===== src/hdl/cds_pkg.sv =====
// ----------------------------------------------------------------------------
// cds_pkg: shared types and constants of the calendar date shift unit
// Field widths, status codes, sequencer states and the month length table.
// ----------------------------------------------------------------------------
package cds_pkg;

	// field widths
	localparam int YEAR_W   = 14;
	localparam int MONTH_W  = 4;
	localparam int DAY_W    = 5;
	localparam int OFFSET_W = 16;
	localparam int STATUS_W = 2;

	// running year may step past the legal range during the month walk, so it is one bit wider
	localparam int YEAR_RUN_W = YEAR_W + 1;
	// day accumulator: day + offset, plus the year residue during reduction
	localparam int ACC_W      = OFFSET_W + 1;
	// year modulo 400
	localparam int R400_W     = 9;

	localparam logic [YEAR_W-1:0]    YEAR_MIN = YEAR_W'(1);
	localparam logic [YEAR_W-1:0]    YEAR_MAX = YEAR_W'(9999);
	localparam logic [MONTH_W-1:0]   MONTH_JAN = MONTH_W'(1);
	localparam logic [MONTH_W-1:0]   MONTH_FEB = MONTH_W'(2);
	localparam logic [MONTH_W-1:0]   MONTH_DEC = MONTH_W'(12);
	localparam logic [R400_W-1:0]    CYCLE_400 = R400_W'(400);
	localparam logic [R400_W-1:0]    R400_LAST = R400_W'(399);
	localparam logic [R400_W-1:0]    CENT_1    = R400_W'(100);
	localparam logic [R400_W-1:0]    CENT_2    = R400_W'(200);
	localparam logic [R400_W-1:0]    CENT_3    = R400_W'(300);
	localparam logic [DAY_W-1:0]     FEB_LEAP_LEN = DAY_W'(29);

	// result status codes
	typedef enum logic [STATUS_W-1:0] {
		STAT_OK        = 2'd0,
		STAT_BAD_DATE  = 2'd1,
		STAT_OUT_RANGE = 2'd2
	} status_t;

	// sequencer states
	typedef enum logic [4:0] {
		ST_IDLE  = 5'b00001,
		ST_MOD   = 5'b00010,
		ST_CHECK = 5'b00100,
		ST_WALK  = 5'b01000,
		ST_DONE  = 5'b10000
	} state_t;

	// month lengths of a common year, January first
	localparam logic [DAY_W-1:0] BASE_LEN [12] = '{
		DAY_W'(31), DAY_W'(28), DAY_W'(31), DAY_W'(30), DAY_W'(31), DAY_W'(30),
		DAY_W'(31), DAY_W'(31), DAY_W'(30), DAY_W'(31), DAY_W'(30), DAY_W'(31)
	};

endpackage


===== src/hdl/cds_in_if.sv =====
// ----------------------------------------------------------------------------
// cds_in_if: input channel of the calendar date shift unit
// Start date and signed day offset with a valid/ready handshake.
// ----------------------------------------------------------------------------
interface cds_in_if;
	logic                            valid;
	logic                            ready;
	logic [cds_pkg::YEAR_W-1:0]      in_year;
	logic [cds_pkg::MONTH_W-1:0]     in_month;
	logic [cds_pkg::DAY_W-1:0]       in_day;
	logic signed [cds_pkg::OFFSET_W-1:0] day_offset;

	modport source (
		output valid, in_year, in_month, in_day, day_offset,
		input  ready
	);
	modport sink (
		input  valid, in_year, in_month, in_day, day_offset,
		output ready
	);
endinterface


===== src/hdl/cds_out_if.sv =====
// ----------------------------------------------------------------------------
// cds_out_if: result channel of the calendar date shift unit
// Shifted date and status with a valid/ready handshake.
// ----------------------------------------------------------------------------
interface cds_out_if;
	logic                            valid;
	logic                            ready;
	logic [cds_pkg::YEAR_W-1:0]      out_year;
	logic [cds_pkg::MONTH_W-1:0]     out_month;
	logic [cds_pkg::DAY_W-1:0]       out_day;
	logic [cds_pkg::STATUS_W-1:0]    status;

	modport source (
		output valid, out_year, out_month, out_day, status,
		input  ready
	);
	modport sink (
		input  valid, out_year, out_month, out_day, status,
		output ready
	);
endinterface


===== src/hdl/cds_month_len.sv =====
// ----------------------------------------------------------------------------
// cds_month_len: month length lookup
// Length of a month given the year modulo 400; zero for a month outside 1..12.
// ----------------------------------------------------------------------------
module cds_month_len (
	input  logic [cds_pkg::MONTH_W-1:0] month,
	input  logic [cds_pkg::R400_W-1:0]  r400,
	output logic [cds_pkg::DAY_W-1:0]   len
);

	logic leap;
	logic month_ok;

	// leap: divisible by 4, and not a century unless divisible by 400
	assign leap = (r400[1:0] == 2'b00) && (r400 != cds_pkg::CENT_1) &&
		(r400 != cds_pkg::CENT_2) && (r400 != cds_pkg::CENT_3);

	assign month_ok = (month >= cds_pkg::MONTH_JAN) && (month <= cds_pkg::MONTH_DEC);

	// table lookup with february fixup
	always_comb begin
		if (!month_ok) begin
			len = '0;
		end else if (month == cds_pkg::MONTH_FEB && leap) begin
			len = cds_pkg::FEB_LEAP_LEN;
		end else begin
			len = cds_pkg::BASE_LEN[month - cds_pkg::MONTH_JAN];
		end
	end

endmodule


===== src/hdl/calendar_date_shift_unit.sv =====
// ----------------------------------------------------------------------------
// calendar_date_shift_unit: Gregorian date plus signed day offset
// Steps: the year is reduced modulo 400 by repeated subtraction of 400, the start
// date is checked, the walk crosses one month boundary at a time, and the result
// is then loaded into the output register; a bad start date skips the walk.
// Throughput: one word at a time; the month walk over the shared adder sets it.
// Reset clears the sequencer and the result valid; the payload is not reset.
// ----------------------------------------------------------------------------
module calendar_date_shift_unit (
	input  logic          clk,
	input  logic          arst_n,
	cds_in_if.sink        din,
	cds_out_if.source     dout
);

	localparam int ACC_W  = cds_pkg::ACC_W;
	localparam int YR_W   = cds_pkg::YEAR_RUN_W;
	localparam int R_W    = cds_pkg::R400_W;

	cds_pkg::state_t state_q;

	logic signed [YR_W-1:0]              year_q;
	logic [cds_pkg::MONTH_W-1:0]         month_q;
	logic [cds_pkg::DAY_W-1:0]           day_q;
	logic signed [cds_pkg::OFFSET_W-1:0] offset_q;
	logic signed [ACC_W-1:0]             acc_q;
	logic [R_W-1:0]                      r400_q;
	cds_pkg::status_t                    status_q;

	logic                                out_valid_q;
	logic [cds_pkg::YEAR_W-1:0]          out_year_q;
	logic [cds_pkg::MONTH_W-1:0]         out_month_q;
	logic [cds_pkg::DAY_W-1:0]           out_day_q;
	cds_pkg::status_t                    out_status_q;

	logic signed [ACC_W-1:0]             op_a;
	logic signed [ACC_W-1:0]             op_b;
	logic signed [ACC_W-1:0]             sum;
	logic                                walk_back;
	logic [cds_pkg::MONTH_W-1:0]         prev_month;
	logic [cds_pkg::MONTH_W-1:0]         len_month;
	logic [cds_pkg::DAY_W-1:0]           len;
	logic                                year_in_range;
	logic                                date_ok;
	logic                                in_fire;
	logic                                out_free;

	assign in_fire  = din.valid && din.ready;
	assign out_free = !out_valid_q || dout.ready;
	assign din.ready = (state_q == cds_pkg::ST_IDLE);

	// day count still at or below zero: step back a month
	assign walk_back  = (acc_q <= 0);
	assign prev_month = (month_q == cds_pkg::MONTH_JAN) ? cds_pkg::MONTH_DEC
		: month_q - cds_pkg::MONTH_W'(1);
	assign len_month  = (state_q == cds_pkg::ST_WALK && walk_back) ? prev_month : month_q;

	cds_month_len u_month_len (
		.month (len_month),
		.r400  (r400_q),
		.len   (len)
	);

	// shared adder operand select
	always_comb begin
		op_a = acc_q;
		op_b = -ACC_W'($signed({1'b0, cds_pkg::CYCLE_400}));
		unique case (state_q)
			cds_pkg::ST_MOD: begin
				op_a = acc_q;
				op_b = -ACC_W'($signed({1'b0, cds_pkg::CYCLE_400}));
			end
			cds_pkg::ST_CHECK: begin
				op_a = ACC_W'($signed({1'b0, day_q}));
				op_b = ACC_W'(offset_q);
			end
			cds_pkg::ST_WALK: begin
				op_a = acc_q;
				op_b = walk_back ? ACC_W'($signed({1'b0, len}))
					: -ACC_W'($signed({1'b0, len}));
			end
			cds_pkg::ST_IDLE, cds_pkg::ST_DONE: begin
				op_a = acc_q;
				op_b = '0;
			end
			default: begin
				op_a = acc_q;
				op_b = '0;
			end
		endcase
	end

	assign sum = op_a + op_b;

	assign year_in_range = (year_q >= $signed(YR_W'(cds_pkg::YEAR_MIN))) &&
		(year_q <= $signed(YR_W'(cds_pkg::YEAR_MAX)));
	assign date_ok = year_in_range && (day_q != '0) && (day_q <= len);

	// sequencer
	always_ff @(posedge clk or negedge arst_n) begin
		if (!arst_n) begin
			state_q <= cds_pkg::ST_IDLE;
		end else begin
			unique case (state_q)
				cds_pkg::ST_IDLE: begin
					if (in_fire) state_q <= cds_pkg::ST_MOD;
				end
				cds_pkg::ST_MOD: begin
					if (sum < 0) state_q <= cds_pkg::ST_CHECK;
				end
				cds_pkg::ST_CHECK: begin
					state_q <= date_ok ? cds_pkg::ST_WALK : cds_pkg::ST_DONE;
				end
				cds_pkg::ST_WALK: begin
					if (!walk_back && sum <= 0) state_q <= cds_pkg::ST_DONE;
				end
				cds_pkg::ST_DONE: begin
					if (out_free) state_q <= cds_pkg::ST_IDLE;
				end
				default: state_q <= cds_pkg::ST_IDLE;
			endcase
		end
	end

	// working registers
	always_ff @(posedge clk) begin
		unique case (state_q)
			cds_pkg::ST_IDLE: begin
				if (in_fire) begin
					year_q   <= YR_W'($signed({1'b0, din.in_year}));
					month_q  <= din.in_month;
					day_q    <= din.in_day;
					offset_q <= din.day_offset;
					acc_q    <= ACC_W'($signed({1'b0, din.in_year}));
				end
			end
			// repeated subtraction of 400 leaves the year residue
			cds_pkg::ST_MOD: begin
				if (sum < 0) begin
					r400_q <= acc_q[R_W-1:0];
				end else begin
					acc_q <= sum;
				end
			end
			cds_pkg::ST_CHECK: begin
				acc_q <= sum;
				status_q <= date_ok ? cds_pkg::STAT_OK : cds_pkg::STAT_BAD_DATE;
			end
			// one month boundary per cycle
			cds_pkg::ST_WALK: begin
				if (walk_back) begin
					acc_q   <= sum;
					month_q <= prev_month;
					if (month_q == cds_pkg::MONTH_JAN) begin
						year_q <= year_q - YR_W'(1);
						r400_q <= (r400_q == '0) ? cds_pkg::R400_LAST : r400_q - R_W'(1);
					end
				end else if (sum > 0) begin
					acc_q <= sum;
					if (month_q == cds_pkg::MONTH_DEC) begin
						month_q <= cds_pkg::MONTH_JAN;
						year_q  <= year_q + YR_W'(1);
						r400_q  <= (r400_q == cds_pkg::R400_LAST) ? '0 : r400_q + R_W'(1);
					end else begin
						month_q <= month_q + cds_pkg::MONTH_W'(1);
					end
				end else begin
					status_q <= year_in_range ? cds_pkg::STAT_OK : cds_pkg::STAT_OUT_RANGE;
				end
			end
			cds_pkg::ST_DONE: begin
			end
			default: begin
			end
		endcase
	end

	// result word register
	always_ff @(posedge clk or negedge arst_n) begin
		if (!arst_n) begin
			out_valid_q <= 1'b0;
		end else if (state_q == cds_pkg::ST_DONE && out_free) begin
			out_valid_q <= 1'b1;
		end else if (dout.ready) begin
			out_valid_q <= 1'b0;
		end
	end

	always_ff @(posedge clk) begin
		if (state_q == cds_pkg::ST_DONE && out_free) begin
			out_status_q <= status_q;
			if (status_q == cds_pkg::STAT_OK) begin
				out_year_q  <= year_q[cds_pkg::YEAR_W-1:0];
				out_month_q <= month_q;
				out_day_q   <= acc_q[cds_pkg::DAY_W-1:0];
			end else begin
				out_year_q  <= '0;
				out_month_q <= '0;
				out_day_q   <= '0;
			end
		end
	end

	assign dout.valid     = out_valid_q;
	assign dout.out_year  = out_year_q;
	assign dout.out_month = out_month_q;
	assign dout.out_day   = out_day_q;
	assign dout.status    = out_status_q;

	// checks
	a_walk_month: assert property (@(posedge clk) disable iff (!arst_n)
		state_q == cds_pkg::ST_WALK |->
			month_q >= cds_pkg::MONTH_JAN && month_q <= cds_pkg::MONTH_DEC)
		else $error("month left 1..12 during walk");

	a_walk_r400: assert property (@(posedge clk) disable iff (!arst_n)
		state_q == cds_pkg::ST_WALK |-> r400_q <= cds_pkg::R400_LAST)
		else $error("year residue out of range");

	a_ok_date: assert property (@(posedge clk) disable iff (!arst_n)
		out_valid_q && out_status_q == cds_pkg::STAT_OK |->
			out_month_q >= cds_pkg::MONTH_JAN && out_month_q <= cds_pkg::MONTH_DEC &&
			out_day_q != '0 && out_year_q != '0)
		else $error("ok result with malformed date");

	a_bad_zero: assert property (@(posedge clk) disable iff (!arst_n)
		out_valid_q && out_status_q != cds_pkg::STAT_OK |->
			out_year_q == '0 && out_month_q == '0 && out_day_q == '0)
		else $error("error result carries a date");

	a_start: assert property (@(posedge clk) disable iff (!arst_n)
		in_fire |=> state_q == cds_pkg::ST_MOD)
		else $error("accepted word did not start reduction");

endmodule

===== src/flat_wrapper.sv =====
// flat-port wrapper written by rule: the top's interface ports become plain ports
module calendar_date_shift_unit_flat 
  (clk, arst_n, din_valid, din_in_year, din_in_month, din_in_day, din_day_offset, din_ready, dout_valid, dout_out_year, dout_out_month, dout_out_day, dout_status, dout_ready);
  cds_in_if din_i ();
  cds_out_if dout_i ();
  input  logic clk;
  input  logic arst_n;
  input wire logic [$bits(din_i.valid)-1:0] din_valid;
  input wire logic [$bits(din_i.in_year)-1:0] din_in_year;
  input wire logic [$bits(din_i.in_month)-1:0] din_in_month;
  input wire logic [$bits(din_i.in_day)-1:0] din_in_day;
  input wire logic [$bits(din_i.day_offset)-1:0] din_day_offset;
  output wire logic [$bits(din_i.ready)-1:0] din_ready;
  output wire logic [$bits(dout_i.valid)-1:0] dout_valid;
  output wire logic [$bits(dout_i.out_year)-1:0] dout_out_year;
  output wire logic [$bits(dout_i.out_month)-1:0] dout_out_month;
  output wire logic [$bits(dout_i.out_day)-1:0] dout_out_day;
  output wire logic [$bits(dout_i.status)-1:0] dout_status;
  input wire logic [$bits(dout_i.ready)-1:0] dout_ready;
  assign din_i.valid = din_valid;
  assign din_i.in_year = din_in_year;
  assign din_i.in_month = din_in_month;
  assign din_i.in_day = din_in_day;
  assign din_i.day_offset = din_day_offset;
  assign din_ready = din_i.ready;
  assign dout_valid = dout_i.valid;
  assign dout_out_year = dout_i.out_year;
  assign dout_out_month = dout_i.out_month;
  assign dout_out_day = dout_i.out_day;
  assign dout_status = dout_i.status;
  assign dout_i.ready = dout_ready;
  calendar_date_shift_unit u_core (.clk(clk), .arst_n(arst_n), .din(din_i), .dout(dout_i));
endmodule

===== config.mk =====
export PLATFORM = sky130hd
export DESIGN_NAME = calendar_date_shift_unit_flat
export DESIGN_NICKNAME = d
export VERILOG_FILES = /design/src/hdl/cds_pkg.sv /design/src/hdl/cds_in_if.sv /design/src/hdl/cds_out_if.sv /design/src/hdl/cds_month_len.sv /design/src/hdl/calendar_date_shift_unit.sv /design/src/flat_wrapper.sv
export SDC_FILE = /design/constraint.sdc
export NUM_CORES = 1
export LEC_CHECK = 0
export BUFFER_PORTS_ARGS = -buffer_cell sky130_fd_sc_hd__clkbuf_2
export CAP_MARGIN = 10
export CELL_PAD_IN_SITES_DETAIL_PLACEMENT = 1
export CELL_PAD_IN_SITES_GLOBAL_PLACEMENT = 1
export CORE_ASPECT_RATIO = 0.7
export CORE_MARGIN = 2
export CORE_UTILIZATION = 30
export CTS_CLUSTER_DIAMETER = 40
export DETAILED_ROUTE_END_ITERATION = 8
export GPL_TIMING_DRIVEN = 1
export PLACE_DENSITY_LB_ADDON = 0.15
export SETUP_SLACK_MARGIN = 0.5
export SLEW_MARGIN = 20
export SYNTH_ARGS = -nofsm -noshare
export SYNTH_HDL_FRONTEND = slang
export SYNTH_HIERARCHICAL = 1
export SYNTH_SLANG_ARGS = --single-unit

===== constraint.sdc =====
create_clock -name clk -period 7.8 [get_ports clk]
set_input_delay 0.78 -clock clk [delete_from_list [all_inputs] [get_ports clk]]
set_output_delay 0.78 -clock clk [all_outputs]
set_load 0.03 [all_outputs]

* After elaboration in Yosys (flattened, before gate mapping)
Memories as Yosys holds them, arrays and structs flattened.
Cells that the tools add are included.
** Word-level totals
- Register bits :: 99
- Memory bits (read-only) :: 80
- Bits of input ports :: 43
- Output and inout bits :: 27
- Logic and storage cells :: 133
- Memories :: 1
** Memories
- (no name shown) :: depth 16, bits a word 5, rd ports 1, clocked after memory_dff 0, wr ports 0, RTL line cds_month_len.sv:27 : len = cds_pkg::BASE_LEN[month - cds_pkg::MONTH_JAN];
** Cells by class
- $add $sub $neg :: 9
- Magnitude comparators :: 10
- Eq/ne operators :: 22
- Muxes and demuxes :: 46
- Bitwise gates (word level) :: 1
- Reduce and logical (&&, ||, !) cells :: 31
** Operator list (count)
- two-way mux 17 bit :: 6
- two-way mux 15 bit :: 5
- one-hot mux 17 bit (4 select lines) :: 1
- two-way mux 9 bit :: 7
- one-hot mux 17 bit (3 select lines) :: 1
- two-way mux 5 bit :: 9
- less-or-equal comparator 17 x 1 -> 1 bit (second input constant) :: 2
- one-hot mux 15 bit (2 select lines) :: 1
- one-hot mux 5 bit (5 select lines) :: 1
- two-way mux 4 bit :: 6
- one-hot mux 9 bit (2 select lines) :: 1
- adder 17 bit :: 1
- greater-than comparator 17 x 1 -> 1 bit (second input constant) :: 1
- < comparator 17 x 1 -> 1 bit (second input constant) :: 1
- negator 5 -> 17 bit :: 1
- adder 15 x 2 -> 15 bit (second input constant) :: 1
- greater-or-equal comparator 15 x 2 -> 1 bit (second input constant) :: 1
- less-or-equal comparator 15 bit (second input constant) :: 1
- subtractor 15 x 2 -> 15 bit (second input constant) :: 1
- logical AND 1 bit :: 12
- inequality test 2 bit (second input constant) :: 5
- AND reduction 5 bit :: 2
- adder 9 x 1 -> 9 bit (second input constant) :: 1
- equality test 9 bit (second input constant) :: 1
- other kinds (36) :: 50

* Longest topological paths before layout
- Depth in word-level cells :: 18
- Gate-level depth with buffers :: 26
- Mapped depth without buffers :: 25

* Cells and area by module
Netlist, hierarchy kept.
** Modules (own cells, without submodules)
- calendar_date_shift_unit :: instances 1, cells each 674, area each 6392.4 um2, sequential area each 2944.1 um2
- cds_month_len :: instances 1, cells each 22, area each 158.9 um2, sequential area each 0.0 um2

* Least setup slack after synthesis
OpenSTA, ideal clock, no wires.
- Kind :: flip-flop to flip-flop
- Start :: register u_core.acc_q[0]
- End :: register u_core.acc_q[0] (enable)
- Setup time :: 435 ps
- Arrival :: 6904 ps
- Data required time :: 7365 ps
- Setup slack :: 461 ps
- Cell stages (with the launch flop) :: 24
- Path buffers :: 1
- Clock period less this slack :: 7339 ps
- Cells stage by stage :: edfxtp_1 > nor4_1 > a41oi_1 > clkbuf_1 > nor2_1 > a31oi_1 > nor4_2 > nand2_1 > o311ai_2 > inv_1 > ha_1 > and3_1 > ha_1 > a21oi_1 > o21ai_0 > ha_1 > a21o_1 > a221o_2 > a41oi_2 > nand4_2 > a31oi_4 > xor2_2 > nor2_2 > nor4_1
** On the way
- Cells in the longest elaborated chain, start to end :: 17
- Elaborated cells on any way between the ends :: 25
- Classes of those cells :: add/sub (3); order compare (5); eq/ne (3); mux (8); bitwise (1); reduce/logical (4); memory (1)
** Ends and longest elaborated chain
- start: declaration :: RTL line calendar_date_shift_unit.sv:26 : logic signed [ACC_W-1:0] acc_q;
- start signal: assignment :: RTL line calendar_date_shift_unit.sv:134 : acc_q <= ACC_W'($signed({1'b0, din.in_year}));
- start signal: assignment :: RTL line calendar_date_shift_unit.sv:142 : acc_q <= sum;
- start signal: assignment :: RTL line calendar_date_shift_unit.sv:146 : acc_q <= sum;
- less-or-equal comparator 17 x 1 -> 1 bit * :: RTL line calendar_date_shift_unit.sv:53 : assign walk_back = (acc_q <= 0);
- logical AND 1 bit * :: RTL line calendar_date_shift_unit.sv:56 : assign len_month = (state_q == cds_pkg::ST_WALK && walk_back) ? prev_month : month_q;
- two-way mux 4 bit * :: RTL line calendar_date_shift_unit.sv:56
- net u_core.len_month (one bit) :: RTL line calendar_date_shift_unit.sv:41 : logic [cds_pkg::MONTH_W-1:0] len_month;
- subtractor 4 x 1 -> 4 bit :: RTL line cds_month_len.sv:27
- inverter 4 -> 5 bit (implied by the code) :: RTL line cds_month_len.sv:27
- memory read (16 x 5 bit)
- two-way mux 5 bit (implied by the code) (2 in series) :: RTL line cds_month_len.sv:27
- [... 2 more ...]
- net u_core.len (one bit) :: RTL line calendar_date_shift_unit.sv:42 : logic [cds_pkg::DAY_W-1:0] len;
- negator 5 -> 17 bit :: RTL line calendar_date_shift_unit.sv:80 : : -ACC_W'($signed({1'b0, len}));
- two-way mux 17 bit * :: RTL line calendar_date_shift_unit.sv:79 : op_b = walk_back ? ACC_W'($signed({1'b0, len}))
- one-hot mux 17 bit (3 select lines) * :: RTL line calendar_date_shift_unit.sv:68 : unique case (state_q)
- adder 17 bit * :: RTL line calendar_date_shift_unit.sv:93 : assign sum = op_a + op_b;
- greater-than comparator 17 x 1 -> 1 bit / < comparator 17 x 1 -> 1 bit (equally long branches) :: RTL line calendar_date_shift_unit.sv:158, calendar_date_shift_unit.sv:139
- inequality test 3 x 2 -> 1 bit (no source line) / inequality test 2 bit (equally long branches)
- AND reduction 4 bit (no source line) *
The timed path passes the listed nets; every way through them passes the cells marked *. The select of a mux whose other input is x is not followed.
A chain may end at the register's enable or synchronous reset.

* Worst setup path after layout
- Start :: register u_core.acc_q[5]
- End :: register u_core.acc_q[15] (enable)
Same word-level chain as after synthesis.

==> flow_metrics.tcl <==
set metrics [dict create \
    status "finished clean" \
    syn2layout_area_growth_pct 15.0 \
    setup_tns_ps 0 \
    powerDensity_mw_per_mm2 348 \
    crit_slowest_cell "nor2_1" \
    hold_viol 0 \
    die_y_um 128 \
    fin_nets 828 \
    critPathKind "register to register" \
    finalClockSkew_ps 13.2 \
    port_buffers 69 \
    antenna_cells 0 \
    io-pin-count 70 \
    detail-route-antenna-nets 0 \
    synth_nets 771 \
    synth_seq_area_share 0.449 \
    worst_pin_slew_ps 1060 \
    path_delay_family "simple AND/OR/NAND/NOR gates" \
    antenna_found_initial 0 \
    relSlewSlack 0.292 \
    drt_iter0_markers 379 \
    numClockSinks 99 \
    grt_max_degree 64 \
    clk_pin_slew_ps 80 \
    fin_crit_sh 0.872 \
    fmax_mhz 147 \
    cp.arrival_ps 6850 \
    post_synth_num_cell_types 71 \
    clockRootBuffer "clkbuf_16" \
    hold_path.class "input port to asynchronous set/reset pin" \
    worstPathCellList "nor4_1, a41o_1, nand2_1, or3_1, o21ai_0, nor4_1, nor2_1, inv_1, and3_1, ha_1, a21oi_1, o21ai_0, ha_1, a21o_1, a221o_2, a41oi_2, nand4_2, a31oi_4, xor2_2, nor2_2, nor4_2, buf_4" \
    start_util 0.304 \
    drt-total-wl_um 21500 \
    p_leak_nw 3.06 \
    critPathBufInv 2 \
    crit_path_end_kind "register" \
    drc 0 \
    cts_hold_buffers 0 \
    clk_latency_ps 360 \
    yosys_warnings 6 \
    ys_async_sr_fraction 0.0606 \
    die_x_um 181 \
    drv_slew 0 \
    gp_congestion 0.847 \
    overflow 0 \
    dr.pass1.iters 5 \
    maxCapViolCount 0 \
    vias 5564 \
    first_global_vias 5625 \
    drive_gt1_frac 0.174 \
    postSynthCellCount 696 \
    cts_tree "built" \
    cp_max_fo 17 \
    avgRoutedWirePerCell_um 20.7 \
    startpoint_type "register" \
    numCtsBuffers 9 \
    postSynthAreaPerCell_um2 9.41 \
    coreArea_mm2 0.0216 \
    dieArea_mm2 0.0231 \
    syn-cell-area_mm2 0.00655 \
    grt_pass1_wl_um 33600 \
    htree_levels 3 \
    max_stage_delay_ps 550 \
    synth_edf_count 93 \
    track_usage 0.190 \
    hpwl_um 16600 \
    via_per_inst 5.35 \
    cp_num_cells 22 \
    worstPathRequired_ps 7840 \
    power_w 0.00262 \
    synth_flop_cell "edfxtp_1" \
    max-vdd-ir-drop_mv 0.142 \
    clk_path_buf_depth 2 \
    rows 45 \
    setup_viol 0 \
    period_needed_ps 6810 \
    grt_setup_unrepaired "no" \
    r2r_cells 22 \
    ys_seq_elements 99 \
]
[cells in the final DEF (no fill, tap or decap), types with 3 or more instances in the layout]
cell type and instances:
nor4_2 4, edfxtp_1 93, nor2b_1 3, mux2i_1 3, xor2_1 9, a21o_1 12, nor3b_1 3, nor3_1 24
and2_1 29, clkbuf_2 69, and4_1 4, a211oi_1 3, a41oi_1 3, a221oi_1 3, and3_1 8, a21oi_1 28
dfrtp_1 5, nor2_1 47, o21ai_0 66, or2_2 5, nor4_1 9, o32ai_1 4, nand3b_1 5, ha_1 31
or3_1 8, nand2_1 110, inv_1 21, nand2b_1 5, clkbuf_16 9, xnor2_1 25, nand3_1 24, nand4_1 6
a221o_1 4, buf_4 10, o211ai_1 7, or4_1 3
[metal layers]
layer	wire, um	vias to the layer above	global-route usage
met1	11200	2750	0.286
met2	9260	141	0.286
met3	926	9	0.0336
met4	119	0	0.0323
li1	-	2664	-
met5	0	-	0
[sequential cells by signal, indices dropped and copies added (netlist names), 4 cells and up]
name,count
u_core/month_q,4
u_core/dout.out_year,14
u_core/dout.out_month,4
u_core/acc_q,17
u_core/offset_q,16
u_core/dout.out_day,5
u_core/r400_q,9
u_core/state_q,5
u_core/year_q,15
u_core/day_q,5
[report_power, final]
| group | total [W] | switching, W | internal (W) |
|---|---|---|---|
| Sequential | 0.000925 | 0.000147 | 0.000778 |
| Clock | 0.000479 | 0.000224 | 0.000255 |
| Combinational | 0.00121 | 0.000785 | 0.000429 |
[logic make-up after synthesis]
| group | after synthesis | synth area share |
|---|---|---|
| AOI/OAI and AO/OA | 158 | 0.156 |
| adders and majority gates | 32 | 0.0623 |
| and+or+nand+nor | 315 | 0.243 |
| buffers and inverters | 54 | 0.0369 |
| xor gates and xnor gates | 35 | 0.0479 |
| muxes | 3 | 0.00458 |
| DFF | 99 | 0.449 |
[through the flow]
stage	utilization	instance area [um^2]	worst slack, ps	instances	hold WS, ps
floorplan	-	6560	1160	696	424
global placement	0.334	7190	1010	1024	596
detailed placement	0.334	7190	692	1024	618
CTS	0.348	7500	667	1040	249
global route	0.349	7530	630	1040	246
finish	0.349	7530	995	1040	247
[synth_stat cells, types with 9 or more instances]
master | number | area share
edfxtp_1 | 93 | 0.43
nor3_1 | 26 | 0.020
xnor2_1 | 25 | 0.033
nand3_1 | 24 | 0.018
clkbuf_1 | 24 | 0.014
nand2_1 | 110 | 0.063
o21ai_0 | 66 | 0.050
a21oi_1 | 28 | 0.021
xor2_1 | 9 | 0.012
nor2_1 | 48 | 0.028
inv_1 | 21 | 0.012
ha_1 | 31 | 0.059
and2_1 | 29 | 0.028
a21o_1 | 12 | 0.014
nor4_1 | 12 | 0.011
[area by class of cell]
| cell class | instances | area (um^2) |
|---|---|---|
| well taps | 282 | 353 |
| fillers | 2501 | 14000 |
| repair buffers | 79 | 420 |
| flip-flops and latches | 99 | 2940 |
| clock inverters | 7 | 83.8 |
| multi-input cells | 543 | 3430 |
| clock buffers | 9 | 225 |
| inverters | 21 | 78.8 |
[timing repair]
action,CTS,global route
resized for setup,0,5
setup buffers,0,0
setup endpoints to repair,0,47
[path summary, 6_finish.rpt]
path / start / endpoint / slack [ps]
worst min register to register: u_core/year_q[14]$_SDFFCE_PP0P_ / u_core/year_q[14]$_SDFFCE_PP0P_ / 650
min in group clk: din_day_offset[11] / u_core/offset_q[11]$_DFFE_PP_ / 590
worst min-delay path: arst_n / u_core/state_q[4]$_DFFE_PN0P_ / 250
worst max register to register: u_core/acc_q[5]$_DFFE_PP_ / u_core/acc_q[15]$_DFFE_PP_ / 990
worst max-delay path: u_core/acc_q[5]$_DFFE_PP_ / u_core/acc_q[15]$_DFFE_PP_ / 990
max in group asynchronous: arst_n / u_core/state_q[0]$_DFFE_PN1P_ / 7300
(Power assumes the default switching activity.)
